## src/sv/mkd_pkg.sv

```systemverilog
// Package for the Morse key decoder: request and event codes, register
// indexes, reset values, limits and the tree-index to ASCII lookup.
// No dependencies.
`default_nettype none

package mkd_pkg;

    localparam int MKD_MAX_SYMBOLS = 9;

    localparam int CFG_ADDR_W  = 2;
    localparam int CFG_DATA_W  = 16;
    localparam int MIN_PRESS_W = 8;
    localparam int DASH_W      = 16;
    localparam int SLEEP_W     = 15;
    localparam int HOLD_W      = 16;
    localparam int IDLE_W      = 15;
    localparam int COUNT_W     = 4;
    localparam int INDEX_W     = 10;
    localparam int CHAR_W      = 7;
    localparam int ROM_ADDR_W  = 6;

    localparam logic [MIN_PRESS_W-1:0] MIN_PRESS_RESET = 8'd2;
    localparam logic [DASH_W-1:0]      DASH_RESET      = 16'd30;
    localparam logic [SLEEP_W-1:0]     SLEEP_RESET     = 15'd3000;
    localparam logic [IDLE_W-1:0]      IDLE_LIMIT      = 15'd32000;
    localparam logic [HOLD_W-1:0]      HOLD_LIMIT      = 16'hFFFF;
    localparam logic [CHAR_W-1:0]      BAD_CHAR        = 7'h3F;
    localparam logic [CHAR_W-1:0]      NO_CHAR         = 7'h00;

    typedef enum logic [1:0] {
        REQ_TICK   = 2'd0,
        REQ_COMMIT = 2'd1,
        REQ_DELETE = 2'd2,
        REQ_NOP    = 2'd3
    } t_req;

    typedef enum logic [1:0] {
        EV_NONE = 2'd0,
        EV_DOT  = 2'd1,
        EV_DASH = 2'd2
    } t_event;

    typedef enum logic [CFG_ADDR_W-1:0] {
        CFG_MIN_PRESS = 2'd0,
        CFG_DASH_THR  = 2'd1,
        CFG_SLEEP_TO  = 2'd2
    } t_cfg_reg;

    // Heap-ordered tree: index 1 is the root, left child is a dot.
    function automatic logic [CHAR_W-1:0] tree_rom(input logic [ROM_ADDR_W-1:0] idx);
        logic [7:0] c;
        case (idx)
            6'd2:  c = "E";  6'd3:  c = "T";  6'd4:  c = "I";  6'd5:  c = "A";
            6'd6:  c = "N";  6'd7:  c = "M";  6'd8:  c = "S";  6'd9:  c = "U";
            6'd10: c = "R";  6'd11: c = "W";  6'd12: c = "D";  6'd13: c = "K";
            6'd14: c = "G";  6'd15: c = "O";  6'd16: c = "H";  6'd17: c = "V";
            6'd18: c = "F";  6'd20: c = "L";  6'd22: c = "P";  6'd23: c = "J";
            6'd24: c = "B";  6'd25: c = "X";  6'd26: c = "C";  6'd27: c = "Y";
            6'd28: c = "Z";  6'd29: c = "Q";  6'd32: c = "5";  6'd33: c = "4";
            6'd35: c = "3";  6'd39: c = "2";  6'd47: c = "1";  6'd48: c = "6";
            6'd56: c = "7";  6'd60: c = "8";  6'd62: c = "9";  6'd63: c = "0";
            default: c = 8'd0;
        endcase
        return c[CHAR_W-1:0];
    endfunction

    // empty: no symbols held; beyond: index past the ROM.
    function automatic logic [CHAR_W-1:0] decode_code(input logic empty,
                                                      input logic beyond,
                                                      input logic [ROM_ADDR_W-1:0] idx);
        logic [CHAR_W-1:0] c;
        c = tree_rom(idx);
        if (empty) begin
            return NO_CHAR;
        end else if (beyond || c == NO_CHAR) begin
            return BAD_CHAR;
        end
        return c;
    endfunction

endpackage

`default_nettype wire

```

## src/sv/morse_key_decoder.sv

```systemverilog
// Morse key decoder top level: key timing, symbol tree index, letter decode.
// Depends on mkd_pkg.
//
// Usage:
//   Input channel (i_in_valid/o_in_ready) carries one request per transaction:
//   a tick with a key sample, a letter commit, a delete of the last symbol or a no-op.
//   Output channel (o_out_valid/i_out_ready) returns exactly one result per
//   request, in order.
//   Config port writes min_press, dash_threshold and the sleep idle limit by
//   index on any edge with i_cfg_we high; write only while no result is pending.
// Timing:
//   A request accepted at edge N has its result held in the output register
//   from edge N. Throughput is one request per cycle while i_out_ready
//   does not stall the output; the state update and both tree ROM lookups
//   fit in the single pass between accept and the output register.
// Reset (synchronous, active low): config takes its reset values, the code
//   is emptied (index 1), counters clear, no result is pending.
// Stall: while i_out_ready is low and a result is held, o_in_ready is low
//   and the held result stays unchanged; o_in_ready follows i_out_ready once
//   the output register is full.
`default_nettype none

module morse_key_decoder
    import mkd_pkg::*;
#(
    parameter int MAX_SYMBOLS = MKD_MAX_SYMBOLS
) (
    input  wire logic                  i_clk,
    input  wire logic                  i_rst_n,
    input  wire logic                  i_cfg_we,
    input  wire logic [CFG_ADDR_W-1:0] i_cfg_addr,
    input  wire logic [CFG_DATA_W-1:0] i_cfg_wdata,
    input  wire logic                  i_in_valid,
    output logic                       o_in_ready,
    input  wire logic [1:0]            i_req_type,
    input  wire logic                  i_key_down,
    output logic                       o_out_valid,
    input  wire logic                  i_out_ready,
    output logic                       o_key_drive,
    output logic [1:0]                 o_symbol_event,
    output logic [COUNT_W-1:0]         o_symbol_count,
    output logic [INDEX_W-1:0]         o_code_index,
    output logic [CHAR_W-1:0]          o_preview_char,
    output logic                       o_letter_valid,
    output logic [CHAR_W-1:0]          o_letter,
    output logic                       o_sleep_request
);

    localparam int                 TREE_W  = MAX_SYMBOLS + 1;
    localparam logic [COUNT_W-1:0] MAX_CNT = COUNT_W'(MAX_SYMBOLS);
    localparam logic [TREE_W-1:0]  ROOT    = TREE_W'(1);

    logic [MIN_PRESS_W-1:0] r_min_press;
    logic [DASH_W-1:0]      r_dash_thr;
    logic [SLEEP_W-1:0]     r_sleep_to;

    logic [HOLD_W-1:0]  r_hold,     n_hold;
    logic               r_was_down, n_was_down;
    logic [IDLE_W-1:0]  r_idle,     n_idle;
    logic [COUNT_W-1:0] r_total,    n_total;
    logic [TREE_W-1:0]  r_tree,     n_tree;

    logic               r_out_valid;
    logic               r_key_drive,  n_key_drive;
    t_event             r_event,      n_event;
    logic [COUNT_W-1:0] r_count;
    logic [INDEX_W-1:0] r_index;
    logic [CHAR_W-1:0]  r_preview,    n_preview;
    logic               r_letter_vld, n_letter_vld;
    logic [CHAR_W-1:0]  r_letter,     n_letter;
    logic               r_sleep,      n_sleep;

    logic               in_acc;
    logic               dash;
    logic [CHAR_W-1:0]  cur_char;

    assign o_in_ready = !r_out_valid || i_out_ready;
    assign in_acc     = i_in_valid && o_in_ready;

    always_ff @(posedge i_clk) begin
        if (!i_rst_n) begin
            r_min_press <= MIN_PRESS_RESET;
            r_dash_thr  <= DASH_RESET;
            r_sleep_to  <= SLEEP_RESET;
        end else if (i_cfg_we) begin
            unique case (t_cfg_reg'(i_cfg_addr))
                CFG_MIN_PRESS: r_min_press <= i_cfg_wdata[MIN_PRESS_W-1:0];
                CFG_DASH_THR:  r_dash_thr  <= i_cfg_wdata[DASH_W-1:0];
                CFG_SLEEP_TO:  r_sleep_to  <= i_cfg_wdata[SLEEP_W-1:0];
                default: ;
            endcase
        end
    end

    assign dash     = r_hold >= r_dash_thr;
    assign cur_char = decode_code(r_total == '0, (r_tree >> ROM_ADDR_W) != '0,
                                  r_tree[ROM_ADDR_W-1:0]);

    always_comb begin
        n_hold       = r_hold;
        n_was_down   = r_was_down;
        n_idle       = r_idle;
        n_total      = r_total;
        n_tree       = r_tree;
        n_key_drive  = 1'b0;
        n_event      = EV_NONE;
        n_letter_vld = 1'b0;
        n_letter     = NO_CHAR;
        unique case (t_req'(i_req_type))
            REQ_TICK: begin
                n_key_drive = i_key_down;
                n_was_down  = i_key_down;
                if (i_key_down) begin
                    n_idle = '0;
                    if (r_hold != HOLD_LIMIT) begin
                        n_hold = r_hold + 1'b1;
                    end
                end else if (r_was_down) begin
                    n_idle = '0;
                    n_hold = '0;
                    if (r_hold > HOLD_W'(r_min_press) && r_total < MAX_CNT) begin
                        n_tree  = {r_tree[TREE_W-2:0], dash};
                        n_total = r_total + 1'b1;
                        n_event = dash ? EV_DASH : EV_DOT;
                    end
                end else if (r_idle < IDLE_LIMIT) begin
                    n_idle = r_idle + 1'b1;
                end
            end
            REQ_COMMIT: begin
                n_idle = '0;
                if (r_total != '0) begin
                    if (cur_char != BAD_CHAR) begin
                        n_letter_vld = 1'b1;
                        n_letter     = cur_char;
                    end
                    n_total = '0;
                    n_tree  = ROOT;
                end
            end
            REQ_DELETE: begin
                n_idle = '0;
                if (r_total != '0) begin
                    n_total = r_total - 1'b1;
                    n_tree  = r_tree >> 1;
                end
            end
            default: ;
        endcase
        n_preview = decode_code(n_total == '0, (n_tree >> ROM_ADDR_W) != '0,
                                n_tree[ROM_ADDR_W-1:0]);
        n_sleep   = n_idle > r_sleep_to;
    end

    always_ff @(posedge i_clk) begin
        if (!i_rst_n) begin
            r_hold      <= '0;
            r_was_down  <= 1'b0;
            r_idle      <= '0;
            r_total     <= '0;
            r_tree      <= ROOT;
            r_out_valid <= 1'b0;
        end else begin
            if (in_acc) begin
                r_hold      <= n_hold;
                r_was_down  <= n_was_down;
                r_idle      <= n_idle;
                r_total     <= n_total;
                r_tree      <= n_tree;
                r_out_valid <= 1'b1;
            end else if (i_out_ready) begin
                r_out_valid <= 1'b0;
            end
        end
    end

    always_ff @(posedge i_clk) begin
        if (in_acc) begin
            r_key_drive  <= n_key_drive;
            r_event      <= n_event;
            r_count      <= n_total;
            r_index      <= INDEX_W'(n_tree);
            r_preview    <= n_preview;
            r_letter_vld <= n_letter_vld;
            r_letter     <= n_letter;
            r_sleep      <= n_sleep;
        end
    end

    assign o_out_valid     = r_out_valid;
    assign o_key_drive     = r_key_drive;
    assign o_symbol_event  = r_event;
    assign o_symbol_count  = r_count;
    assign o_code_index    = r_index;
    assign o_preview_char  = r_preview;
    assign o_letter_valid  = r_letter_vld;
    assign o_letter        = r_letter;
    assign o_sleep_request = r_sleep;

endmodule

`default_nettype wire

```

## config.mk

```make
export PLATFORM = sky130hd
export DESIGN_NAME = morse_key_decoder
export DESIGN_NICKNAME = d
export VERILOG_FILES = /design/src/sv/mkd_pkg.sv /design/src/sv/morse_key_decoder.sv
export SDC_FILE = /design/constraint.sdc
export NUM_CORES = 1
export LEC_CHECK = 0
export CAP_MARGIN = 20
export CORE_ASPECT_RATIO = 1.5
export CORE_MARGIN = 3
export CORE_UTILIZATION = 50
export DETAILED_ROUTE_END_ITERATION = 7
export DONT_BUFFER_PORTS = 1
export MAX_ROUTING_LAYER = met4
export PLACE_DENSITY = 0.79
export SLEW_MARGIN = 20
export SYNTH_ARGS = -nofsm -noshare
export SYNTH_HDL_FRONTEND = slang
export SYNTH_SLANG_ARGS = --single-unit
```

## constraint.sdc

```tcl
create_clock -name i_clk -period 3.8 [get_ports i_clk]
set_input_delay 0.76 -clock i_clk [delete_from_list [all_inputs] [get_ports i_clk]]
set_output_delay 0.76 -clock i_clk [all_outputs]
set_load 0.02 [all_outputs]
```

==> results.rst, run 1 <==
.. list-table::
   :header-rows: 1

   * - Metric
     - Value
   * - Area after detailed placement
     - 8152 um2
   * - Number of standard cells in the final layout excluding fillers
     - 1185
   * - Final hold viol count
     - 0
   * - Via-per-instance ratio
     - about 6.0
   * - Input/output buffers
     - 0
   * - Time the worst path needs with I/O delays and setup
     - 3.721 ns
   * - FF/Latch Area
     - 2854 um2
   * - Overall overflow remaining after global route
     - 0
   * - Total core area
     - 15210 um2
   * - Number of nets in the layout
     - 1055
   * - Total count of max-transition violations in the final report
     - 0
   * - Area of the multi-input gates
     - 4623 um2
   * - GR Util All Layers
     - 0.2458
   * - Routed WL
     - 20.45 mm
   * - Share of async-settable or async-resettable flops after synthesis
     - 0
   * - Master cell of the clock root buffer
     - sky130_fd_sc_hd__clkbuf_16
   * - Critical path peak fanout
     - 6
   * - Fraction of synthesized cell area taken by the top area cell type
     - 0.2378
   * - Via count
     - 7130
   * - Kind of cell adding the most delay to the critical path
     - compound AO/OA/AOI/OAI gates
   * - Standard-cell row count
     - 55
   * - Most used standard cells in the synthesized netlist
     - 145 x sky130_fd_sc_hd__nand2_1, 93 x sky130_fd_sc_hd__dfxtp_1, 89 x sky130_fd_sc_hd__a21oi_1
   * - Number of top-level pins
     - 61
   * - Count of flip-flops with a built-in enable after synthesis
     - 33
   * - Sequential cell area fraction in the yosys report
     - 0.3644
   * - Leading cell types by total area after synthesis
     - sky130_fd_sc_hd__dfxtp_1 24%, sky130_fd_sc_hd__edfxtp_1 13%, sky130_fd_sc_hd__ha_1 8.9%
   * - Post-Syn Area per Cell
     - 8.267 um2
   * - Wire length per cell
     - approximately 17 um
   * - Number of buffer and inverter stages on the critical path
     - 6
   * - Clock tree from TritonCTS
     - done
   * - Number of fill cells
     - 1304
   * - Commonest register cell after synthesis
     - sky130_fd_sc_hd__dfxtp_1
   * - Peak per-stage delay on the critical path
     - 0.40 ns
   * - Via count of the first global-routing pass
     - roughly 6700
   * - Power Density
     - 412.6 nW/um2
   * - Relative max-transition margin
     - 0.3058
   * - Maximum number of pins on one net before global-route repair
     - 55
   * - Routability Congestion
     - between 1 and 1.5
   * - Initial core utilization
     - 0.5148
   * - Number of synthesized register bits
     - about 130
   * - Slew at the pin with the worst max-slew slack
     - 1.041 ns
   * - Clock net sink count
     - 126
   * - Distinct cell type count after synthesis
     - 91
   * - Maxcap violations
     - 0
   * - Period utilization
     - 0.9791
   * - Hold-fix buffers at CTS
     - 0
   * - Worst Path Required
     - between 3 and 4 ns
   * - Die Outline Area
     - roughly 17000 um2
   * - Post-detailed-route count of antenna-violating nets
     - 0
   * - Final clock skew
     - 0.01320 ns
   * - CTS buffer count
     - 17
   * - Leak pwr
     - roughly 0.0036 uW
   * - 1st-iter DRT viols
     - between 600 and 700
   * - Category of the critical setup timing path
     - reg2reg
   * - Nets in the synthesized netlist
     - 1029
   * - DRC Markers
     - 0
   * - Post-synth top area cell
     - sky130_fd_sc_hd__dfxtp_1
   * - 1st-pass router iterations
     - 6
   * - Crit path max-delay cell type
     - sky130_fd_sc_hd__nor3_1
   * - Most used cell, CP
     - sky130_fd_sc_hd__buf_4
   * - Area of all placed cells without fillers
     - 9007 um2
   * - Overall die width
     - approximately 110 um
   * - Highest attainable clock frequency
     - 268.8 MHz
   * - Overall power after layout
     - 3717 uW
   * - Count of yosys warnings during synthesis
     - 0
   * - Clk slew on worst S/H paths
     - about 0.06 ns
   * - CTS H-tree depth
     - 4
   * - Share of layout cells above drive strength 1
     - 0.1582
   * - Setup-failing EPs final
     - 0
   * - Diodes inserted
     - 0
   * - Outcome
     - complete, no violations
   * - Area of the mapped netlist
     - 7829 um2
   * - Post-synthesis to final-layout area growth
     - 15.06%
   * - Core occupancy in the finished layout
     - 0.5923
   * - Number of buffers on the longest clock path
     - 2
   * - Die Y-Extent
     - 159.3 um
   * - Chain of cells forming the critical path
     - inv_1 > ha_1 > and3_4 > a221o_1 > a211oi_4 > buf_4 > buf_4 > nor3_1 > o31ai_4 > inv_2 > buf_4 > nor3_1 > a21oi_1 > nor3_1 > nor4_4 > buf_4 > nand3_1 > a31oi_1
   * - Number of instances in the placed design
     - 1140
   * - Sort of element at the end of the critical path
     - register
   * - HP Class
     - in2reg
   * - Data arrival time of the critical path
     - 3.88 ns
   * - First-pass GRT wire length
     - 33.36 mm
   * - Gate count after technology mapping
     - 947
   * - Worst IR Drop VDD
     - about 0.22 mV
   * - Antenna violations before repair
     - 0
   * - Post-detailed-placement half-perimeter wirelength
     - approximately 15 mm
   * - Skew-Pair Late Insertion Delay
     - 0.42 ns
   * - Cell with the most instances after synthesis
     - sky130_fd_sc_hd__nand2_1
   * - Sort of element at the start of the critical path
     - register
worst reg2reg max path: cells and delay by family, from the launching register on:
family / cells / cell delay, ns
fa+ha+maj: 1 / 0.29
compound gates: 5 / 1.09
flops: 1 / 0.31
buf+inv: 6 / 0.79
simple gates: 6 / 0.99
where the power goes:
part	switching [uW]	internal, uW	total, uW
Sequential	82.4	1460	1540
Combinational	341	229	570
Clock	637	972	1610
Total	1060	2660	3720
routing by layer:
| metal | up-vias | GRT usage | share of wire |
|---|---|---|---|
| li1 | 3461 | - | - |
| met1 | 3341 | 0.2755 | 0.38 |
| met2 | 256 | 0.4162 | 0.52 |
| met3 | 72 | 0.04178 | 0.050 |
| met4 | 0 | 0.1229 | 0.045 |
| met5 | - | - | 0 |
cell type report:
type	instances	area share
multi-input combinational	705	0.5133
sequential	126	0.3168
clock buffer	20	0.05195
timing repair buffer	55	0.04626
inverter	68	0.03056
tap	199	0.02764
clock inverter	12	0.01347
cell families after synthesis:
group | Yosys count | synth area share
adder cells (fa/ha/maj) | 57 | 0.09094
AND/OR/NAND/NOR | 351 | 0.2145
AO/OA/AOI/OAI | 267 | 0.2290
XOR/XNOR | 15 | 0.01678
flip-flops | 126 | 0.3644
buffers and inverters | 116 | 0.06473
multiplexers | 15 | 0.01966
placed cells by master, fill, tap and decap left out, types with 8 or more instances in the layout:
cell type / count
sky130_fd_sc_hd__a31oi_1: 10
sky130_fd_sc_hd__or3_1: 8
sky130_fd_sc_hd__and2_1: 12
sky130_fd_sc_hd__mux2i_1: 12
sky130_fd_sc_hd__nand2b_1: 8
sky130_fd_sc_hd__o211ai_1: 19
sky130_fd_sc_hd__edfxtp_1: 33
sky130_fd_sc_hd__nand4_1: 14
sky130_fd_sc_hd__a21o_1: 8
sky130_fd_sc_hd__nor4_1: 9
sky130_fd_sc_hd__nand3_1: 21
sky130_fd_sc_hd__ha_1: 50
sky130_fd_sc_hd__a211oi_1: 9
sky130_fd_sc_hd__o21ai_0: 51
sky130_fd_sc_hd__and3_1: 11
sky130_fd_sc_hd__nor3_1: 19
sky130_fd_sc_hd__dfxtp_1: 92
sky130_fd_sc_hd__a21oi_1: 87
sky130_fd_sc_hd__clkbuf_16: 18
sky130_fd_sc_hd__inv_1: 57
sky130_fd_sc_hd__nand2_1: 145
sky130_fd_sc_hd__buf_4: 54
sky130_fd_sc_hd__nor2_1: 70
sky130_fd_sc_hd__xor2_1: 13
worst paths after layout:
path	from	to	slack, ns	cells past startpoint
hold reg to reg	r_dash_thr[15]	r_dash_thr[15]	0.46	2
setup / recovery	r_min_press[1]	o_preview_char[4]	0.08	18
hold / removal	i_rst_n	r_sleep_to[7]	0.45	1
setup reg to reg	r_min_press[1]	o_preview_char[4]	0.08	18
flip-flops by register name, summed over array words and instances, names as in the netlist, 2 cells and up, named ones only:
register	cells
r_sleep_to	15
r_hold	16
r_idle	15
r_tree	10
o_symbol_count	4
o_preview_char	7
o_letter	7
o_symbol_event	2
r_total	4
r_min_press	8
r_dash_thr	16
o_code_index	10
metrics by stage:
| step | setup TNS [ns] | hold slack (ns) | setup WS, ns |
|---|---|---|---|
| 2_1_floorplan | 0 | 0.4363 | 0.07999 |
| 3_3_place_gp | 0 | 0.4425 | 0.007275 |
| 3_5_place_dp | -0.1785 | 0.4467 | -0.05601 |
| 4_1_cts | 0 | 0.4287 | 0.01823 |
| 5_1_grt | -0.2167 | 0.4297 | -0.09177 |
| 6_report | 0 | 0.4498 | 0.07931 |
what timing repair did:
action,CTS,global route
setup buffers,2,11
pin swaps,3,20
gates resized for setup,0,33
setup endpoints to repair,4,11
Note: power is estimated with default switching activity, not from simulation.
==> run 2: changes to the inputs <==
- RECOVER_POWER: unset -> 25
==> results.rst, run 2 (synthesis gave the netlist of run 1 again) <==
.. list-table::
   :header-rows: 1

   * - Metric
     - Value
   * - End of the worst register-to-register path
     - o_preview_char[4]
   * - Via count
     - about 7000
   * - Die Outline Area
     - 17230 um2
   * - Hold-fix buffers at CTS
     - 0
   * - Number of top-level pins
     - 61
   * - Diodes inserted
     - 0
   * - Number of nets in the layout
     - 1055
   * - Post-synthesis to final-layout area growth
     - 14.96%
   * - Post-detailed-placement half-perimeter wirelength
     - 14.69 mm
   * - Via-per-instance ratio
     - 6.041
   * - Worst-case reg-to-reg path depth
     - 18
   * - Total count of max-transition violations in the final report
     - 55
   * - Category of the critical setup timing path
     - reg2reg
   * - Skew-Pair Late Insertion Delay
     - 0.42 ns
   * - Input/output buffers
     - 0
   * - Clock tree from TritonCTS
     - done
   * - Most common library cell in the layout ignoring fill and taps
     - sky130_fd_sc_hd__nand2_1
   * - Chain of cells forming the critical path
     - inv_1 > ha_1 > and3_4 > a221o_1 > a211oi_4 > buf_4 > buf_4 > nor3_1 > o31ai_4 > inv_2 > buf_4 > nor3_1 > a21oi_1 > nor3_1 > nor4_4 > buf_4 > nand3_1 > a31oi_1
   * - First-pass GRT wire length
     - 33.36 mm
   * - Data arrival time of the critical path
     - 3.93 ns
   * - Power Density
     - slightly above 400 nW/um2
   * - Sum Neg Setup Slack
     - 0 ns
   * - 1st-pass router iterations
     - 5
   * - Number of cells on the worst hold path
     - 1
   * - Highest attainable clock frequency
     - 264.8 MHz
   * - Outcome
     - finished with violations
   * - Time the worst path needs with I/O delays and setup
     - 3.776 ns
   * - Crit path max-delay cell type
     - sky130_fd_sc_hd__nor3_1
   * - HP Class
     - in2reg
   * - Hold Path End
     - r_sleep_to[7]
   * - Critical path peak fanout
     - 6
   * - Maximum number of pins on one net before global-route repair
     - 55
   * - Worst hold margin
     - 0.4481 ns
   * - Total core area
     - 15210 um2
   * - Clock net sink count
     - about 130
   * - Registers with the highest flip-flop counts
     - r_dash_thr: 16 flops, r_hold: 16 flops
   * - Failing checks
     - capacitance limit, slew limit
   * - Post-detailed-route count of antenna-violating nets
     - 0
   * - Wire length per cell
     - approximately 17 um
   * - Routability Congestion
     - 1.030
   * - Commonest non-fill, non-tap cells in the layout
     - 145 x sky130_fd_sc_hd__nand2_1, 92 x sky130_fd_sc_hd__dfxtp_1, 87 x sky130_fd_sc_hd__a21oi_1
   * - Die Y-Extent
     - 159.3 um
   * - Master cell of the clock root buffer
     - sky130_fd_sc_hd__clkbuf_16
   * - Initial core utilization
     - 0.5148
   * - CTS buffer count
     - 17
   * - Pre-CTS setup slack
     - -0.05601 ns
   * - Overall overflow remaining after global route
     - 0
   * - CTS H-tree depth
     - 4
   * - Area of all placed cells without fillers
     - 9000 um2
   * - GR Util All Layers
     - 0.2458
   * - Antenna violations before repair
     - 0
   * - Slew at the pin with the worst max-slew slack
     - 1.834 ns
   * - Worst Path Required
     - about 4 ns
   * - Kind of cell adding the most delay to the critical path
     - compound AO/OA/AOI/OAI gates
   * - Setup-failing EPs final
     - 0
   * - Peak per-stage delay on the critical path
     - 0.44 ns
   * - Routed WL
     - 20.46 mm
   * - Final hold viol count
     - 0
   * - Final setup margin
     - 0.02370 ns
   * - Overall die width
     - about 110 um
   * - Sort of element at the start of the critical path
     - register
   * - Start point of the worst min-delay path
     - i_rst_n
   * - Number of buffers on the longest clock path
     - 2
   * - Leak pwr
     - 0.003594 uW
   * - Worst IR Drop VDD
     - about 0.22 mV
   * - DRC Markers
     - 0
   * - Period utilization
     - 0.9938
   * - Final clock skew
     - approximately 0.014 ns
   * - Reg-to-reg startpoint
     - r_min_press[1]
   * - Via count of the first global-routing pass
     - ~6700
   * - Standard-cell row count
     - 55
   * - Clk slew on worst S/H paths
     - 0.06 ns
   * - Share of layout cells above drive strength 1
     - 0.1552
   * - FF-to-FF setup slack
     - 0.02 ns
   * - Sort of element at the end of the critical path
     - register
   * - 1st-iter DRT viols
     - 704
   * - Area after detailed placement
     - 8152 um2
   * - Number of buffer and inverter stages on the critical path
     - 6
   * - Maxcap violations
     - 1
   * - Most used cell, CP
     - sky130_fd_sc_hd__buf_4
   * - Relative max-transition margin
     - -0.2238
## run 2: changes by cell type in the layout (fill, tap and decap cells not counted), sizes merged
cell	previous run	this run
clkbuf	20	22
buf	55	53
## run 2: final cells by class
| class | count | area, um2 |
|---|---|---|
| inverter | 68 | 275.3 |
| tap | 199 | 249.0 |
| timing repair buffer | 55 | 409.1 |
| clock buffer | 20 | 467.9 |
| multi-input combinational | 705 | 4623 |
| clock inverter | 12 | 121.4 |
| fill | 1306 | 6208 |
| sequential | 126 | 2854 |
## run 2: stage by stage
| stage | power (uW) | utilization | std cells |
|---|---|---|---|
| 6_report | 3717 | 0.5918 | 1185 |
| 5_1_grt | 3877 | 0.5918 | 1185 |
| 4_1_cts | 3690 | 0.5757 | 1174 |
| 3_5_place_dp | 2074 | 0.5360 | 1140 |
| 3_3_place_gp | 2068 | 0.5360 | 1140 |
| 2_1_floorplan | 1953 | - | 947 |
## run 2: report_power, final
| group | leakage (uW) | total (uW) | switching, uW | internal, uW |
|---|---|---|---|---|
| Clock | 0.000295 | 1610 | 638 | 972 |
| Sequential | 0.00109 | 1540 | 82.3 | 1460 |
| Combinational | 0.00221 | 570 | 341 | 228 |
## run 2: timing repair
item                       CTS  global route
pin swaps                    3            20
gates resized for setup      0            33
setup buffers                2            11
hold endpoints to repair     0             0
setup endpoints to repair    4            11
cloned                       0             0
## run 2: how the worst max path moves through the flow
stage / start / end / depth (start not counted)
floorplan: i_key_down / o_preview_char[1] / 12
global placement: r_hold[0] / o_preview_char[3] / 14
detailed placement: r_hold[0] / o_preview_char[5] / 14
CTS: r_hold[0] / o_preview_char[4] / 15
global route: r_min_press[1] / o_preview_char[4] / 18
finish: r_min_press[1] / o_preview_char[4] / 18
## run 2: routing by layer
layer | wire length, um | vias to the layer above | GRT usage
met3 | 1020 | 82 | 0.04178
met5 | 0 | - | -
met1 | 7846 | 3351 | 0.2755
li1 | - | 3461 | -
met4 | 950 | 0 | 0.1229
met2 | 10640 | 265 | 0.4162
